$ cat config.mk
export PLATFORM = sky130hd
export DESIGN_NAME = box_iou_threshold_matcher_flat
export DESIGN_NICKNAME = d
export VERILOG_FILES = /design/src/sv/bim_pkg.sv /design/src/sv/bim_box_if.sv /design/src/sv/bim_res_if.sv /design/src/sv/bim_cfg_if.sv /design/src/sv/bim_iou.sv /design/src/sv/box_iou_threshold_matcher.sv /design/src/flat_wrapper.sv
export SDC_FILE = /design/constraint.sdc
export NUM_CORES = 2
export LEC_CHECK = 0
export BUFFER_PORTS_ARGS = -buffer_cell sky130_fd_sc_hd__buf_2
export CORE_MARGIN = 4
export CORE_UTILIZATION = 40
export CTS_CLUSTER_SIZE = 10
export DETAILED_ROUTE_END_ITERATION = 8
export PLACE_DENSITY_LB_ADDON = 0.12
export SLEW_MARGIN = 5
export SYNTH_ARGS = -nofsm -noshare
export SYNTH_HDL_FRONTEND = slang
export SYNTH_HIERARCHICAL = 1
export SYNTH_SLANG_ARGS = --single-unit
export TNS_END_PERCENT = 50
$ cat constraint.sdc
create_clock -name clk -period 40.4 [get_ports clk]
set_input_delay 4.04 -clock clk [delete_from_list [all_inputs] [get_ports clk]]
set_output_delay 4.04 -clock clk [all_outputs]
set_load 0.02 [all_outputs]
$ cat src/sv/bim_pkg.sv
package bim_pkg;

  // field widths
  localparam int COORD_W  = 16;
  localparam int KIND_W   = 2;
  localparam int PIDX_W   = 8;
  localparam int WIDX_W   = 4;
  localparam int IOU_W    = 17;
  localparam int RCNT_W   = 5;

  // iou of exactly one in q1.16
  localparam logic [IOU_W-1:0] IOU_ONE = 17'h10000;
  // threshold after reset, one half
  localparam logic [IOU_W-1:0] THRESH_RESET = 17'h08000;
  // results one person query may emit
  localparam logic [RCNT_W-1:0] RESULT_LIMIT = 5'd16;

  // request kinds
  localparam logic [KIND_W-1:0] KIND_CLEAR  = 2'd0;
  localparam logic [KIND_W-1:0] KIND_WEAPON = 2'd1;
  localparam logic [KIND_W-1:0] KIND_PERSON = 2'd2;
  localparam logic [KIND_W-1:0] KIND_END    = 2'd3;

  typedef struct packed {
    logic [COORD_W-1:0] y_max;
    logic [COORD_W-1:0] x_max;
    logic [COORD_W-1:0] y_min;
    logic [COORD_W-1:0] x_min;
  } box_t;

  typedef struct packed {
    logic [PIDX_W-1:0] person_index;
    logic [WIDX_W-1:0] weapon_index;
    logic [IOU_W-1:0]  iou_value;
    logic              is_summary;
    logic              any_match;
    logic              overflow;
    logic              last;
  } res_t;

  // status from the iou unit
  typedef struct packed {
    logic             done;
    logic [IOU_W-1:0] iou;
  } iou_stat_t;

endpackage

$ cat src/sv/bim_box_if.sv
interface bim_box_if;
  logic                         valid;
  logic                         ready;
  logic [bim_pkg::KIND_W-1:0]   kind;
  logic [bim_pkg::COORD_W-1:0]  x_min;
  logic [bim_pkg::COORD_W-1:0]  y_min;
  logic [bim_pkg::COORD_W-1:0]  x_max;
  logic [bim_pkg::COORD_W-1:0]  y_max;

  modport source (output valid, kind, x_min, y_min, x_max, y_max, input ready);
  modport sink (input valid, kind, x_min, y_min, x_max, y_max, output ready);
endinterface

$ cat src/sv/bim_res_if.sv
interface bim_res_if;
  logic                         valid;
  logic                         ready;
  logic [bim_pkg::PIDX_W-1:0]   person_index;
  logic [bim_pkg::WIDX_W-1:0]   weapon_index;
  logic [bim_pkg::IOU_W-1:0]    iou_value;
  logic                         is_summary;
  logic                         any_match;
  logic                         overflow;
  logic                         last;

  modport source (output valid, person_index, weapon_index, iou_value, is_summary,
                  any_match, overflow, last, input ready);
  modport sink (input valid, person_index, weapon_index, iou_value, is_summary,
                any_match, overflow, last, output ready);
endinterface

$ cat src/sv/bim_cfg_if.sv
interface bim_cfg_if;
  logic                         valid;
  logic                         ready;
  logic [bim_pkg::IOU_W-1:0]    threshold;

  modport source (output valid, threshold, input ready);
  modport sink (input valid, threshold, output ready);
endinterface

$ cat src/sv/bim_iou.sv
module bim_iou (
  input  logic               clk,
  input  logic               rst,
  input  logic               start,
  input  bim_pkg::box_t      box_a,
  input  bim_pkg::box_t      box_b,
  output bim_pkg::iou_stat_t stat
);

  typedef enum logic [2:0] {I_IDLE, I_EDGE, I_MUL, I_UNION, I_DIV} istate_t;
  typedef enum logic [1:0] {M_INTER, M_AREA_A, M_AREA_B} mstep_t;

  istate_t                     istate;
  mstep_t                      mstep;
  bim_pkg::box_t               a;
  bim_pkg::box_t               b;
  logic                        empty;
  logic [bim_pkg::COORD_W-1:0] dx;
  logic [bim_pkg::COORD_W-1:0] dy;
  logic signed [16:0]          adx;
  logic signed [16:0]          ady;
  logic signed [16:0]          bdx;
  logic signed [16:0]          bdy;
  logic [31:0]                 inter;
  logic signed [33:0]          area_a;
  logic signed [33:0]          area_b;
  logic [33:0]                 den;
  logic [34:0]                 rem;
  logic [15:0]                 quo;
  logic [3:0]                  div_cnt;

  logic [bim_pkg::COORD_W-1:0] ix0, iy0, ix1, iy1;
  logic signed [16:0]          mul_x, mul_y;
  logic signed [33:0]          prod;
  logic signed [35:0]          uni;
  logic [35:0]                 trial;
  logic                        fits;

  // intersection edges
  assign ix0 = (a.x_min > b.x_min) ? a.x_min : b.x_min;
  assign iy0 = (a.y_min > b.y_min) ? a.y_min : b.y_min;
  assign ix1 = (a.x_max < b.x_max) ? a.x_max : b.x_max;
  assign iy1 = (a.y_max < b.y_max) ? a.y_max : b.y_max;

  // shared multiplier operand select
  always_comb begin
    case (mstep)
      M_INTER: begin
        mul_x = $signed({1'b0, dx});
        mul_y = $signed({1'b0, dy});
      end
      M_AREA_A: begin
        mul_x = adx;
        mul_y = ady;
      end
      default: begin
        mul_x = bdx;
        mul_y = bdy;
      end
    endcase
  end

  assign prod = mul_x * mul_y;

  // union of the two areas
  assign uni = $signed({{2{area_a[33]}}, area_a}) + $signed({{2{area_b[33]}}, area_b})
             - $signed({4'b0, inter});

  // one restoring division step
  assign trial = {rem, 1'b0} - {2'b0, den};
  assign fits  = !trial[35];

  // sequencer and datapath registers
  always_ff @(posedge clk) begin
    if (rst) begin
      istate    <= I_IDLE;
      stat.done <= 1'b0;
    end else begin
      case (istate)
        I_IDLE: begin
          stat.done <= 1'b0;
          if (start) begin
            a      <= box_a;
            b      <= box_b;
            istate <= I_EDGE;
          end
        end
        I_EDGE: begin
          stat.done <= 1'b0;
          empty  <= (ix1 <= ix0) || (iy1 <= iy0);
          dx     <= ix1 - ix0;
          dy     <= iy1 - iy0;
          adx    <= $signed({1'b0, a.x_max}) - $signed({1'b0, a.x_min});
          ady    <= $signed({1'b0, a.y_max}) - $signed({1'b0, a.y_min});
          bdx    <= $signed({1'b0, b.x_max}) - $signed({1'b0, b.x_min});
          bdy    <= $signed({1'b0, b.y_max}) - $signed({1'b0, b.y_min});
          mstep  <= M_INTER;
          istate <= I_MUL;
        end
        I_MUL: begin
          stat.done <= 1'b0;
          case (mstep)
            M_INTER: begin
              inter <= prod[31:0];
              mstep <= M_AREA_A;
            end
            M_AREA_A: begin
              area_a <= prod;
              mstep  <= M_AREA_B;
            end
            default: begin
              area_b <= prod;
              istate <= I_UNION;
            end
          endcase
        end
        I_UNION: begin
          if (empty || uni <= 36'sd0) begin
            stat.iou  <= '0;
            stat.done <= 1'b1;
            istate    <= I_IDLE;
          end else if ($signed({4'b0, inter}) >= uni) begin
            // ratio of one or more saturates
            stat.iou  <= bim_pkg::IOU_ONE;
            stat.done <= 1'b1;
            istate    <= I_IDLE;
          end else begin
            stat.done <= 1'b0;
            rem     <= {3'b0, inter};
            den     <= uni[33:0];
            quo     <= '0;
            div_cnt <= 4'd15;
            istate  <= I_DIV;
          end
        end
        I_DIV: begin
          rem <= fits ? trial[34:0] : {rem[33:0], 1'b0};
          quo <= {quo[14:0], fits};
          if (div_cnt == 4'd0) begin
            stat.iou  <= {1'b0, quo[14:0], fits};
            stat.done <= 1'b1;
            istate    <= I_IDLE;
          end else begin
            stat.done <= 1'b0;
            div_cnt <= div_cnt - 4'd1;
          end
        end
        default: begin
          stat.done <= 1'b0;
          istate    <= I_IDLE;
        end
      endcase
    end
  end

endmodule

$ cat src/sv/box_iou_threshold_matcher.sv
// Pairwise box matcher for weapon and person boxes.
// Requests on boxes carry a kind and a box in unsigned q12.4 pixels:
// clear opens a frame, weapon stores a box (up to MAX_WEAPONS), person
// compares its box with every stored weapon box in store order, end emits
// a summary with the any-match and overflow flags.
// Each pair whose iou (q1.16, floored) reaches the threshold gives one
// result on results, up to 16 per person request; last marks the final result of a request.
// The user must write the threshold through cfg only while the block is idle; the block does not enforce this.
// Clear and weapon requests are accepted back to back; an end request passes
// through the summary state, which waits for a free output register.
// A person request runs for each stored weapon: memory read, start,
// edge compare, three passes through the shared 17x17 multiplier, union
// check, 16 restoring division steps, result check and step to the next
// weapon; a pair without overlap or with a saturated ratio skips the
// division. Passing a held result to the output adds the emit state,
// and boxes.ready stays low from the accept of a person request until
// the sequencer returns to idle.
// Results wait in an output register plus one pending result; a stalled
// receiver holds the sequencer until the register frees.
// Reset empties the frame and sets the threshold to one half.
module box_iou_threshold_matcher #(
  parameter int MAX_WEAPONS = 16,
  parameter int MAX_PERSONS = 256
) (
  input  logic       clk,
  input  logic       rst,
  bim_box_if.sink    boxes,
  bim_res_if.source  results,
  bim_cfg_if.sink    cfg
);

  localparam int WA  = (MAX_WEAPONS > 1) ? $clog2(MAX_WEAPONS) : 1;
  localparam int WCW = $clog2(MAX_WEAPONS + 1);
  localparam int PCW = $clog2(MAX_PERSONS + 1);

  typedef enum logic [2:0] {
    S_IDLE, S_SUM, S_READ, S_CALC, S_WAIT, S_EMIT, S_NEXT, S_FLUSH
  } state_t;

  state_t                      state;
  logic [WCW-1:0]              weapon_count;
  logic [PCW-1:0]              person_count;
  logic                        match_seen;
  logic                        dropped_flag;
  logic [bim_pkg::IOU_W-1:0]   threshold;
  bim_pkg::box_t               person;
  logic [WCW-1:0]              w;
  logic [bim_pkg::RCNT_W-1:0]  n;
  bim_pkg::res_t               pend;
  logic                        pend_valid;
  bim_pkg::res_t               cand;
  bim_pkg::res_t               out_reg;
  logic                        out_valid;
  bim_pkg::box_t               mem [MAX_WEAPONS];
  bim_pkg::box_t               rdata;

  bim_pkg::box_t               box_in;
  bim_pkg::iou_stat_t          iou_stat;
  bim_pkg::res_t               new_res;
  bim_pkg::res_t               sum_res;
  bim_pkg::res_t               flush_res;
  logic                        in_acc;
  logic                        out_free;
  logic                        out_load;
  logic                        last_w;
  logic                        hit;
  logic                        mem_we;
  logic [WCW+3:0]              w_ext;
  logic [PCW+7:0]              p_ext;

  // handshake
  assign boxes.ready = (state == S_IDLE);
  assign cfg.ready   = 1'b1;
  assign in_acc      = boxes.valid && boxes.ready;
  assign out_free    = !out_valid || results.ready;
  assign out_load    = out_free && ((state == S_SUM) || (state == S_EMIT)
                    || ((state == S_FLUSH) && pend_valid));

  assign box_in.x_min = boxes.x_min;
  assign box_in.y_min = boxes.y_min;
  assign box_in.x_max = boxes.x_max;
  assign box_in.y_max = boxes.y_max;

  // weapon loop control
  assign last_w = ((w + WCW'(1)) == weapon_count);
  assign hit    = (iou_stat.iou >= threshold);
  assign mem_we = in_acc && (boxes.kind == bim_pkg::KIND_WEAPON)
               && (weapon_count != WCW'(MAX_WEAPONS));

  // indexes wrap to the output field widths
  assign w_ext = {4'b0, w};
  assign p_ext = {8'b0, person_count};

  // match, summary and final results
  always_comb begin
    new_res              = '0;
    new_res.person_index = p_ext[bim_pkg::PIDX_W-1:0];
    new_res.weapon_index = w_ext[bim_pkg::WIDX_W-1:0];
    new_res.iou_value    = iou_stat.iou;
    sum_res              = '0;
    sum_res.is_summary   = 1'b1;
    sum_res.any_match    = match_seen;
    sum_res.overflow     = dropped_flag;
    sum_res.last         = 1'b1;
    flush_res            = pend;
    flush_res.last       = 1'b1;
  end

  // shared iou unit
  bim_iou u_iou (
    .clk   (clk),
    .rst   (rst),
    .start (state == S_CALC),
    .box_a (person),
    .box_b (rdata),
    .stat  (iou_stat)
  );

  // weapon box memory
  always_ff @(posedge clk) begin
    if (mem_we) begin
      mem[weapon_count[WA-1:0]] <= box_in;
    end
    if (state == S_READ) begin
      rdata <= mem[w[WA-1:0]];
    end
  end

  // sequencer, frame state and output register
  always_ff @(posedge clk) begin
    if (rst) begin
      state        <= S_IDLE;
      weapon_count <= '0;
      person_count <= '0;
      match_seen   <= 1'b0;
      dropped_flag <= 1'b0;
      threshold    <= bim_pkg::THRESH_RESET;
      out_valid    <= 1'b0;
      pend_valid   <= 1'b0;
      n            <= '0;
      w            <= '0;
    end else begin
      if (cfg.valid && cfg.ready) begin
        threshold <= cfg.threshold;
      end
      out_valid <= out_load || (out_valid && !results.ready);
      case (state)
        S_IDLE: begin
          if (in_acc) begin
            case (boxes.kind)
              bim_pkg::KIND_CLEAR: begin
                weapon_count <= '0;
                person_count <= '0;
                match_seen   <= 1'b0;
                dropped_flag <= 1'b0;
              end
              bim_pkg::KIND_WEAPON: begin
                if (weapon_count == WCW'(MAX_WEAPONS)) begin
                  dropped_flag <= 1'b1;
                end else begin
                  weapon_count <= weapon_count + WCW'(1);
                end
              end
              bim_pkg::KIND_PERSON: begin
                if (person_count == PCW'(MAX_PERSONS)) begin
                  dropped_flag <= 1'b1;
                end else if (weapon_count == '0) begin
                  person_count <= person_count + PCW'(1);
                end else begin
                  person     <= box_in;
                  w          <= '0;
                  n          <= '0;
                  pend_valid <= 1'b0;
                  state      <= S_READ;
                end
              end
              bim_pkg::KIND_END: state <= S_SUM;
              default: ;
            endcase
          end
        end
        // frame summary
        S_SUM: begin
          if (out_free) begin
            out_reg <= sum_res;
            state   <= S_IDLE;
          end
        end
        S_READ: state <= S_CALC;
        S_CALC: state <= S_WAIT;
        // one result is held back so that last can be set on it
        S_WAIT: begin
          if (iou_stat.done) begin
            if (hit) begin
              match_seen <= 1'b1;
            end
            if (hit && (n < bim_pkg::RESULT_LIMIT)) begin
              n <= n + bim_pkg::RCNT_W'(1);
              if (pend_valid) begin
                cand  <= new_res;
                state <= S_EMIT;
              end else begin
                pend       <= new_res;
                pend_valid <= 1'b1;
                state      <= S_NEXT;
              end
            end else begin
              state <= S_NEXT;
            end
          end
        end
        S_EMIT: begin
          if (out_free) begin
            out_reg <= pend;
            pend    <= cand;
            state   <= S_NEXT;
          end
        end
        S_NEXT: begin
          if (last_w) begin
            state <= S_FLUSH;
          end else begin
            w     <= w + WCW'(1);
            state <= S_READ;
          end
        end
        S_FLUSH: begin
          if (!pend_valid) begin
            person_count <= person_count + PCW'(1);
            state        <= S_IDLE;
          end else if (out_free) begin
            out_reg      <= flush_res;
            pend_valid   <= 1'b0;
            person_count <= person_count + PCW'(1);
            state        <= S_IDLE;
          end
        end
        default: state <= S_IDLE;
      endcase
    end
  end

  // result port
  assign results.valid        = out_valid;
  assign results.person_index = out_reg.person_index;
  assign results.weapon_index = out_reg.weapon_index;
  assign results.iou_value    = out_reg.iou_value;
  assign results.is_summary   = out_reg.is_summary;
  assign results.any_match    = out_reg.any_match;
  assign results.overflow     = out_reg.overflow;
  assign results.last         = out_reg.last;

  // checks
  a_weapon_cap: assert property (@(posedge clk) disable iff (rst)
    weapon_count <= WCW'(MAX_WEAPONS))
    else $error("weapon count above capacity");

  a_person_cap: assert property (@(posedge clk) disable iff (rst)
    person_count <= PCW'(MAX_PERSONS))
    else $error("person count above capacity");

  a_done_wait: assert property (@(posedge clk) disable iff (rst)
    iou_stat.done |-> (state == S_WAIT))
    else $error("iou unit finished outside the wait state");

  a_idle_no_pend: assert property (@(posedge clk) disable iff (rst)
    (state == S_IDLE) |-> !pend_valid)
    else $error("held result left behind after a person request");

endmodule
$ cat src/flat_wrapper.sv
// flat-port wrapper written by rule: the top's interface ports become plain ports
module box_iou_threshold_matcher_flat 
#(
  parameter int MAX_WEAPONS = 16,
  parameter int MAX_PERSONS = 256
)
  (clk, rst, boxes_valid, boxes_kind, boxes_x_min, boxes_y_min, boxes_x_max, boxes_y_max, boxes_ready, results_valid, results_person_index, results_weapon_index, results_iou_value, results_is_summary, results_any_match, results_overflow, results_last, results_ready, cfg_valid, cfg_threshold, cfg_ready);
  bim_box_if boxes_i ();
  bim_res_if results_i ();
  bim_cfg_if cfg_i ();
  input  logic clk;
  input  logic rst;
  input wire logic [$bits(boxes_i.valid)-1:0] boxes_valid;
  input wire logic [$bits(boxes_i.kind)-1:0] boxes_kind;
  input wire logic [$bits(boxes_i.x_min)-1:0] boxes_x_min;
  input wire logic [$bits(boxes_i.y_min)-1:0] boxes_y_min;
  input wire logic [$bits(boxes_i.x_max)-1:0] boxes_x_max;
  input wire logic [$bits(boxes_i.y_max)-1:0] boxes_y_max;
  output wire logic [$bits(boxes_i.ready)-1:0] boxes_ready;
  output wire logic [$bits(results_i.valid)-1:0] results_valid;
  output wire logic [$bits(results_i.person_index)-1:0] results_person_index;
  output wire logic [$bits(results_i.weapon_index)-1:0] results_weapon_index;
  output wire logic [$bits(results_i.iou_value)-1:0] results_iou_value;
  output wire logic [$bits(results_i.is_summary)-1:0] results_is_summary;
  output wire logic [$bits(results_i.any_match)-1:0] results_any_match;
  output wire logic [$bits(results_i.overflow)-1:0] results_overflow;
  output wire logic [$bits(results_i.last)-1:0] results_last;
  input wire logic [$bits(results_i.ready)-1:0] results_ready;
  input wire logic [$bits(cfg_i.valid)-1:0] cfg_valid;
  input wire logic [$bits(cfg_i.threshold)-1:0] cfg_threshold;
  output wire logic [$bits(cfg_i.ready)-1:0] cfg_ready;
  assign boxes_i.valid = boxes_valid;
  assign boxes_i.kind = boxes_kind;
  assign boxes_i.x_min = boxes_x_min;
  assign boxes_i.y_min = boxes_y_min;
  assign boxes_i.x_max = boxes_x_max;
  assign boxes_i.y_max = boxes_y_max;
  assign boxes_ready = boxes_i.ready;
  assign results_valid = results_i.valid;
  assign results_person_index = results_i.person_index;
  assign results_weapon_index = results_i.weapon_index;
  assign results_iou_value = results_i.iou_value;
  assign results_is_summary = results_i.is_summary;
  assign results_any_match = results_i.any_match;
  assign results_overflow = results_i.overflow;
  assign results_last = results_i.last;
  assign results_i.ready = results_ready;
  assign cfg_i.valid = cfg_valid;
  assign cfg_i.threshold = cfg_threshold;
  assign cfg_ready = cfg_i.ready;
  box_iou_threshold_matcher #(.MAX_WEAPONS(MAX_WEAPONS), .MAX_PERSONS(MAX_PERSONS)) u_core (.clk(clk), .rst(rst), .boxes(boxes_i), .results(results_i), .cfg(cfg_i));
endmodule
==> impl_metrics.env <==
export IMPL_grt_pass1_wl_um=332000
export IMPL_cts_buffers=198
export IMPL_setup_violations_final=0
export IMPL_cts_buffer_depth=3
export IMPL_synthCells=5806
export IMPL_crit_type="register to register"
export IMPL_async_reset_ff_frac=0
export IMPL_nFillCells=18987
export IMPL_std_cell_rows=170
export IMPL_ys_warn_count=6
export IMPL_path_buf_inv=4
export IMPL_first_pass_iters=6
export IMPL_netlist_area_leader_share=0.584
export IMPL_final_core_util=0.449
export IMPL_hold_buffers=0
export IMPL_tightest_slew_ns=1.19
export IMPL_yosys_area_top_type="edfxtp_1"
export IMPL_ys_top_cells_by_count="edfxtp_1, inv_1, nand2_1"
export IMPL_die_area_mm2=0.223
export IMPL_seq_area_mm2=0.0515
export IMPL_final_setup_tns_ns=0
export IMPL_antenna_found_initial=27
export IMPL_p_per_area_mw_per_mm2=42.9
export IMPL_worstSkewPairLatency_ns=0.86
export IMPL_track_usage=0.200
export IMPL_yosysMostFrequentCell="edfxtp_1"
export IMPL_slowest_delay_ns=0.91
export IMPL_synth_distinct_cells=99
export IMPL_hold_viol_final=0
export IMPL_synth_area_leaders="edfxtp_1, mux4_2, fa_1"
export IMPL_dp_hpwl_um=149000
export IMPL_num_vias=47821
export IMPL_crit_fanout=36
export IMPL_die_w_um=472
export IMPL_outcome="complete, no violations"
export IMPL_io_pins=124
export IMPL_synth_seq_cells=1731
export IMPL_final_nets=6848
export IMPL_rsz0062_at_grt="no"
export IMPL_crit_path_start_kind="register"
export IMPL_critPathTopFamily="adder cells"
export IMPL_layoutNonFillerInstCount=8968
export IMPL_die_height_um=472
export IMPL_ant_nets=0
export IMPL_io_buffers=122
export IMPL_p_total_w=0.00413
export IMPL_pre_cts_ws_ns=32.35
export IMPL_dp_cells=8686
export IMPL_drc=0
export IMPL_ys_seq_area_frac=0.597
export IMPL_required_ns=40.95
export IMPL_grt_start_max_net_pins=129
export IMPL_fin_crit_sh=0.199
export IMPL_multi_input_area_mm2=0.0316
export IMPL_ctsResizeCount=0
export IMPL_clk_pin_slew_ns=0.05
export IMPL_fin_crit_ns=8.04
export IMPL_end_kind="register"
export IMPL_final_max_slew_viol_count=0
export IMPL_p_leak_nw=35.7
export IMPL_initial_core_util=0.402
export IMPL_critPathSlowestCell="o21ai_1"
export IMPL_htreeDepth=4
export IMPL_skew_ns=0.0720
export IMPL_cts_sinks=1731
export IMPL_grt_pass1_vias=50125
export IMPL_synth_ff_type="edfxtp_1"
export IMPL_arrival_ns=8.58
export IMPL_syn_mean_instance_area_um2=14.9
export IMPL_syn_cell_area_mm2=0.0863
export IMPL_area_delta_synth_final_pct=11.6
export IMPL_cts_tree="yes"
export IMPL_synth_nets=6606
export IMPL_core_mm2=0.215
export IMPL_cts_root_buf="clkbuf_16"
export IMPL_hold_path_class="register to register"
export IMPL_maxCapViolCount=0
export IMPL_final_layout_size_suffix_gt1_frac=0.142
export IMPL_place_gp_congestion=0.890
export IMPL_fmax_ghz=0.124
export IMPL_peakVddDrop_v=0.0000435
export IMPL_worst_path_most_repeated_cell="fa_1"
export IMPL_drtIter0Drc=3344
export IMPL_setup_ws_ns=32.36
export IMPL_synth_edf_count=1679
export IMPL_wl_per_cell_um=24.7
export IMPL_post_cts_buffers=0
export IMPL_slew_headroom=0.201
export IMPL_vias_per_cell=5.33
export IMPL_overflow=0
export IMPL_postRouteWirelength_um=221000
metal layers:
layer,vias up,track usage,share of wire
met2,1020,0.337,0.49
li1,21617,-,-
met5,-,0,0.00058
met4,20,0.0514,0.026
met3,298,0.0311,0.043
met1,24866,0.272,0.44
sequential cells by signal (all words and copies together), names as in the netlist, 34 cells and up:
register / cells
u_core/rdata: 64
u_core/mem: 1024
u_core/u_iou/rem: 35
u_core/u_iou/b: 64
u_core/u_iou/area_b: 34
u_core/person: 64
u_core/u_iou/a: 64
u_core/u_iou/area_a: 34
u_core/u_iou/den: 34
cell type report:
cell class                      count  area share
Clock buffer                      248      0.0544
Clock inverter                     28     0.00374
Inverter                          726      0.0284
Tap cell                         2838      0.0369
Sequential cell                  1731       0.535
Antenna cell                        6    0.000156
Multi-Input combinational cell   3179       0.328
Timing Repair Buffer              212      0.0136
final timing paths:
check	slack (ns)	startpoint	depth (start not counted)	to
setup / recovery	32.36	u_core/u_iou/mstep[0]	25	u_core/u_iou/area_a[31]
hold / removal	0.40	u_core/rdata[32]	0	u_core/u_iou/b[32]
setup reg to reg	32.36	u_core/u_iou/mstep[0]	25	u_core/u_iou/area_a[31]
hold reg to reg	0.40	u_core/rdata[32]	0	u_core/u_iou/b[32]
power by group:
part           total (W)  internal [W]  switching, W
clock network    0.00159      0.000907      0.000685
logic           0.000485      0.000180      0.000304
registers        0.00205       0.00204     0.0000107
total            0.00413       0.00313       0.00100
cells by family (layout without fill, tap and decap cells):
kind of cell | count (synthesis) | in the layout | share of synthesized area
mux | 473 | 473 | 0.102
compound gates | 664 | 664 | 0.0502
other cells | 1 | 7 | 0.0000435
simple gates | 1153 | 1153 | 0.0612
xor+xnor | 176 | 176 | 0.0181
flops | 1731 | 1731 | 0.597
fa+ha+maj | 712 | 712 | 0.132
buf+inv | 896 | 1214 | 0.0397
layout by cell type, fill, tap and decap left out, drive strengths merged, types with 25 or more instances in the layout:
cell,synthesis,routed
inv,724,727
xor2,44,44
nand3,60,60
mux2i,122,122
a21oi,162,162
a21o,87,87
nor2b,38,38
nor2,375,375
o21ai,177,177
and3,61,61
nand2b,44,44
xnor2,131,131
mux4,320,320
ha,377,377
edfxtp,1679,1679
mux2,31,31
nor3,46,46
fa,335,335
o21a,59,59
nand4,32,32
clkinv,2,25
clkbuf,123,248
buf,47,212
dfxtp,52,52
nand2,404,404
per-stage QoR:
stage | area [um^2] | hold WS [ns]
2_1_floorplan | 86300 | 0.400
3_3_place_gp | 90700 | 0.402
3_5_place_dp | 90700 | 0.405
4_1_cts | 96300 | 0.398
5_1_grt | 96300 | 0.410
6_report | 96300 | 0.396
Power figures use the tool's default switching activity.
